`src/rtl/pts_mul.sv`:
```
// shared signed multiplier with registered product
module pts_mul #(
	parameter int unsigned A_W = 33,
	parameter int unsigned B_W = 11
) (
	input  logic                       clk,
	input  logic signed [A_W-1:0]      a,
	input  logic signed [B_W-1:0]      b,
	output logic signed [A_W+B_W-1:0]  p_q
);
	always_ff @(posedge clk) begin
		p_q <= a * b;
	end
endmodule

```
`config.mk`:
```
export PLATFORM = sky130hd
export DESIGN_NAME = pts_mul
export DESIGN_NICKNAME = d
export VERILOG_FILES = /design/src/rtl/pts_mul.sv
export SDC_FILE = /design/constraint.sdc
export NUM_CORES = 1
export LEC_CHECK = 0
export ABC_AREA = 1
export ABC_CLOCK_PERIOD_IN_PS = 4900
export BUFFER_PORTS_ARGS = -buffer_cell sky130_fd_sc_hd__buf_4
export CAP_MARGIN = 0
export CORE_MARGIN = 5
export CORE_UTILIZATION = 58
export CTS_CLUSTER_SIZE = 20
export DETAILED_ROUTE_END_ITERATION = 10
export GPL_TIMING_DRIVEN = 0
export PLACE_DENSITY = 0.83
export SLEW_MARGIN = 20
export SYNTH_ARGS = -nofsm -noshare
export SYNTH_HDL_FRONTEND = slang
export SYNTH_SLANG_ARGS = --single-unit
```
`constraint.sdc`:
```
create_clock -name clk -period 4.9 [get_ports clk]
set_input_delay 0.245 -clock clk [delete_from_list [all_inputs] [get_ports clk]]
set_output_delay 0.245 -clock clk [all_outputs]
set_load 0.01 [all_outputs]
```
==> run_results.csv <==
group,metric,value,unit
route,met3WireLength,4533,um
sta,min_period_over_period,98.57,%
setup_path,crit_top_cell,"fa_1",
cts,cts.htree.levels,2,
floorplan,start_util,58.63,%
floorplan,placementRows,58,
cts,cts_root_buffer,"clkbuf_16",
place,gp_congestion,0.9977,
cts,clock_path_buffers,2,
place,hpwl,35780,um
setup_path,crit_chain,"clkbuf_2 -> clkbuf_4 -> nand2_1 -> inv_1 -> fa_1 -> fa_1 -> fa_1 -> fa_1 -> inv_1 -> fa_1 -> inv_1 -> ha_1 -> nand2_2 -> nor2_1 -> nand2_1 -> nor2_1 -> nand3_1 -> nand4_1 -> nand2_1",
grt,antenna_found_initial,0,
synth,synth_edf_count,0,
sta,final_hold_viol_count,0,
setup_path,cp_max_fo,10,
setup_path,critPathTopFamily,"adder cells",
status,status,"finished, final reports clean",
route,dr.pass1.iters,7,
setup_path,cp_num_buf_inv,5,
sta,final-setup-viol-count,0,
grt,grt_pass1_wl,68520,um
setup_path,cp_data_required_time,5.09,ns
cts,postCtsSetupBuffers,0,
synth,synth_cells,2044,
synth,synth_seq_area_share,5.983,%
setup_path,worstPathArrival,5.02,ns
route,drc_errors,0,
run,maxCapViolations,0,
route,vias_per_cell,5.198,
synth,synthXorXnorAreaFrac,1.249,%
floorplan,core_area,25110,um2
setup_path,cp.depth,19,
synth,ys_types,27,
sta,max_freq,207.1,MHz
synth,syn-num-nets,2495,
final_layout,fin_util,64.40,%
grt,grt.overflow.total,0,
grt,grt_max_degree,16,
setup_path,cpPeakStageDelay,0.55,ns
floorplan,dieWidth,169.3,um
sta,hold-worst-slack,0.4776,ns
setup_path,slowest_stage,"fa_1",
grt,grtUsageTotal,30.57,%
place,pre_cts_ws,-0.9491,ns
setup_path,cp-end-kind,"flop",
route,top_layer_used,"met4",
floorplan,die-area,28670,um2
synth,ys_ff_latch,44,
hold_path,worstHoldPathCells,4,
route,ant_nets,0,
final_layout,areaGrowthSynthToFinish,9.834,%
synth,synth_top_family_by_area,"adder cells",
cts,cts_tree,"yes",
grt,grt_pass1_vias,13610,
synth,synth-simple-area-share,22.90,%
cts,numCtsBuffers,5,
final_layout,largest_reg_flops,44,
route,wl_per_cell,17.26,um
place,io_buffers,78,
final_layout,reg_top3,"p_q (44)",
synth,synthAdderAreaFrac,50.57,%
synth,synth_area,14720,um2
route,via_count,12700,
final_layout,final_common_cell,"nand2_1",
route,wl_met2,20360,um
final_layout,top_register,"p_q",
route,wl,42190,um
hold_path,hp-class,"primary input to flop",
synth,synthArstFlopShare,0,%
synth,yosysWarnings,0,
synth,synthFlopType,"dfxtp_1",
final_layout,instances_no_fill,2444,
floorplan,io_pins,89,
final_layout,final_cell_mix,"nand2_1, inv_1, fa_1",
place,placedCellCount,2452,
sta,worstMarginPinSlew,0.7561,ns
floorplan,fp.dieH,169.3,um
final_layout,final_layout_size_suffix_gt1_share,10.12,%
sta,fin_crit,4.830,ns
cts,cts.clk_slew.worst_paths,0.07,ns
sta,maxSlewViolCount,0,
route,wl_met1,15200,um
synth,syn_area_per_cell,7.202,um2
sta,fin_ws,0.07027,ns
cts,cts.sinks,44,
sta,rsz0062_at_grt,"yes",
setup_path,crit_path_start_kind,"primary input",
cts,cts_hold_buffers,0,
synth,synth_compound_area_share,1.351,%
setup_path,critPathKind,"primary input to flop",
final_layout,fillers,2239,
final_layout,n_antenna_cell,0,
route,drt_iter0_drc,1219,
synth,synthMuxAreaShare,0,%
final_layout,layout.nets,2564,
sta,slew_headroom,49.59,%
==> layer usage <==
metal  track usage, %  vias up
met3            6.615      151
met2            52.60      638
met5                0        -
met1            37.55     6107
li1                 -     5807
met4            12.57        0
==> final cells by class <==
cell class	count	area, um2	area share [%]
Clock buffer	5	125.1	0.7738
Sequential cell	44	880.8	5.448
Multi-Input combinational cell	1296	11310	69.94
Timing Repair Buffer	78	585.6	3.621
Buffer	60	451.7	2.793
Tap cell	330	412.9	2.554
Clock inverter	3	46.29	0.2863
Inverter	628	2357	14.58
==> metrics by stage <==
| stage | instance area [um2] | setup TNS, ns |
|---|---|---|
| 2_1_floorplan | 14720 | 0 |
| 3_5_place_dp | 15720 | -27.46 |
| 5_1_grt | 16170 | -0.06487 |
| 3_3_place_gp | 15720 | -26.22 |
| 4_1_cts | 15990 | 0 |
| 6_report | 16170 | 0 |
==> what timing repair did <==
action,in CTS,in global routing
setup endpoints to repair,33,31
resized for setup,71,113
pin swaps,0,2
==> cells by family after synthesis <==
family	after synthesis
compound gates	36
simple gates	833
flops	44
fa+ha+maj	406
xor+xnor	21
buf+inv	704
==> worst paths after layout <==
kind	startpoint	to	slack (ns)
setup / recovery	b[9]	p_q[41]$_DFF_P_	0.07
hold / removal	a[0]	p_q[0]$_DFF_P_	0.48
==> Yosys cell counts, types with 4 or more instances <==
library cell / n / area, um2
clkbuf_1: 75 / 281.5
fa_1: 315 / 6306
nand2_2: 14 / 87.58
o21bai_1: 4 / 30.03
nor2_2: 14 / 87.58
nand3_2: 5 / 50.05
inv_2: 5 / 18.77
ha_1: 91 / 1139
or2_2: 8 / 50.05
dfxtp_1: 44 / 880.8
inv_1: 621 / 2331
xnor2_1: 5 / 43.79
nand3_1: 47 / 235.2
a21oi_1: 26 / 130.1
nor2_1: 86 / 322.8
nand4_1: 12 / 75.07
xor2_1: 16 / 140.1
nand2_1: 639 / 2399
==> worst min-delay path: cells and delay by family <==
kind,cells,cell delay (ns)
buffers and inverters,3,0.36
AND/OR/NAND/NOR,1,0.12
Power is not shown: default switching activity piles up to over one toggle a cycle in this logic, so the estimate is an artifact.
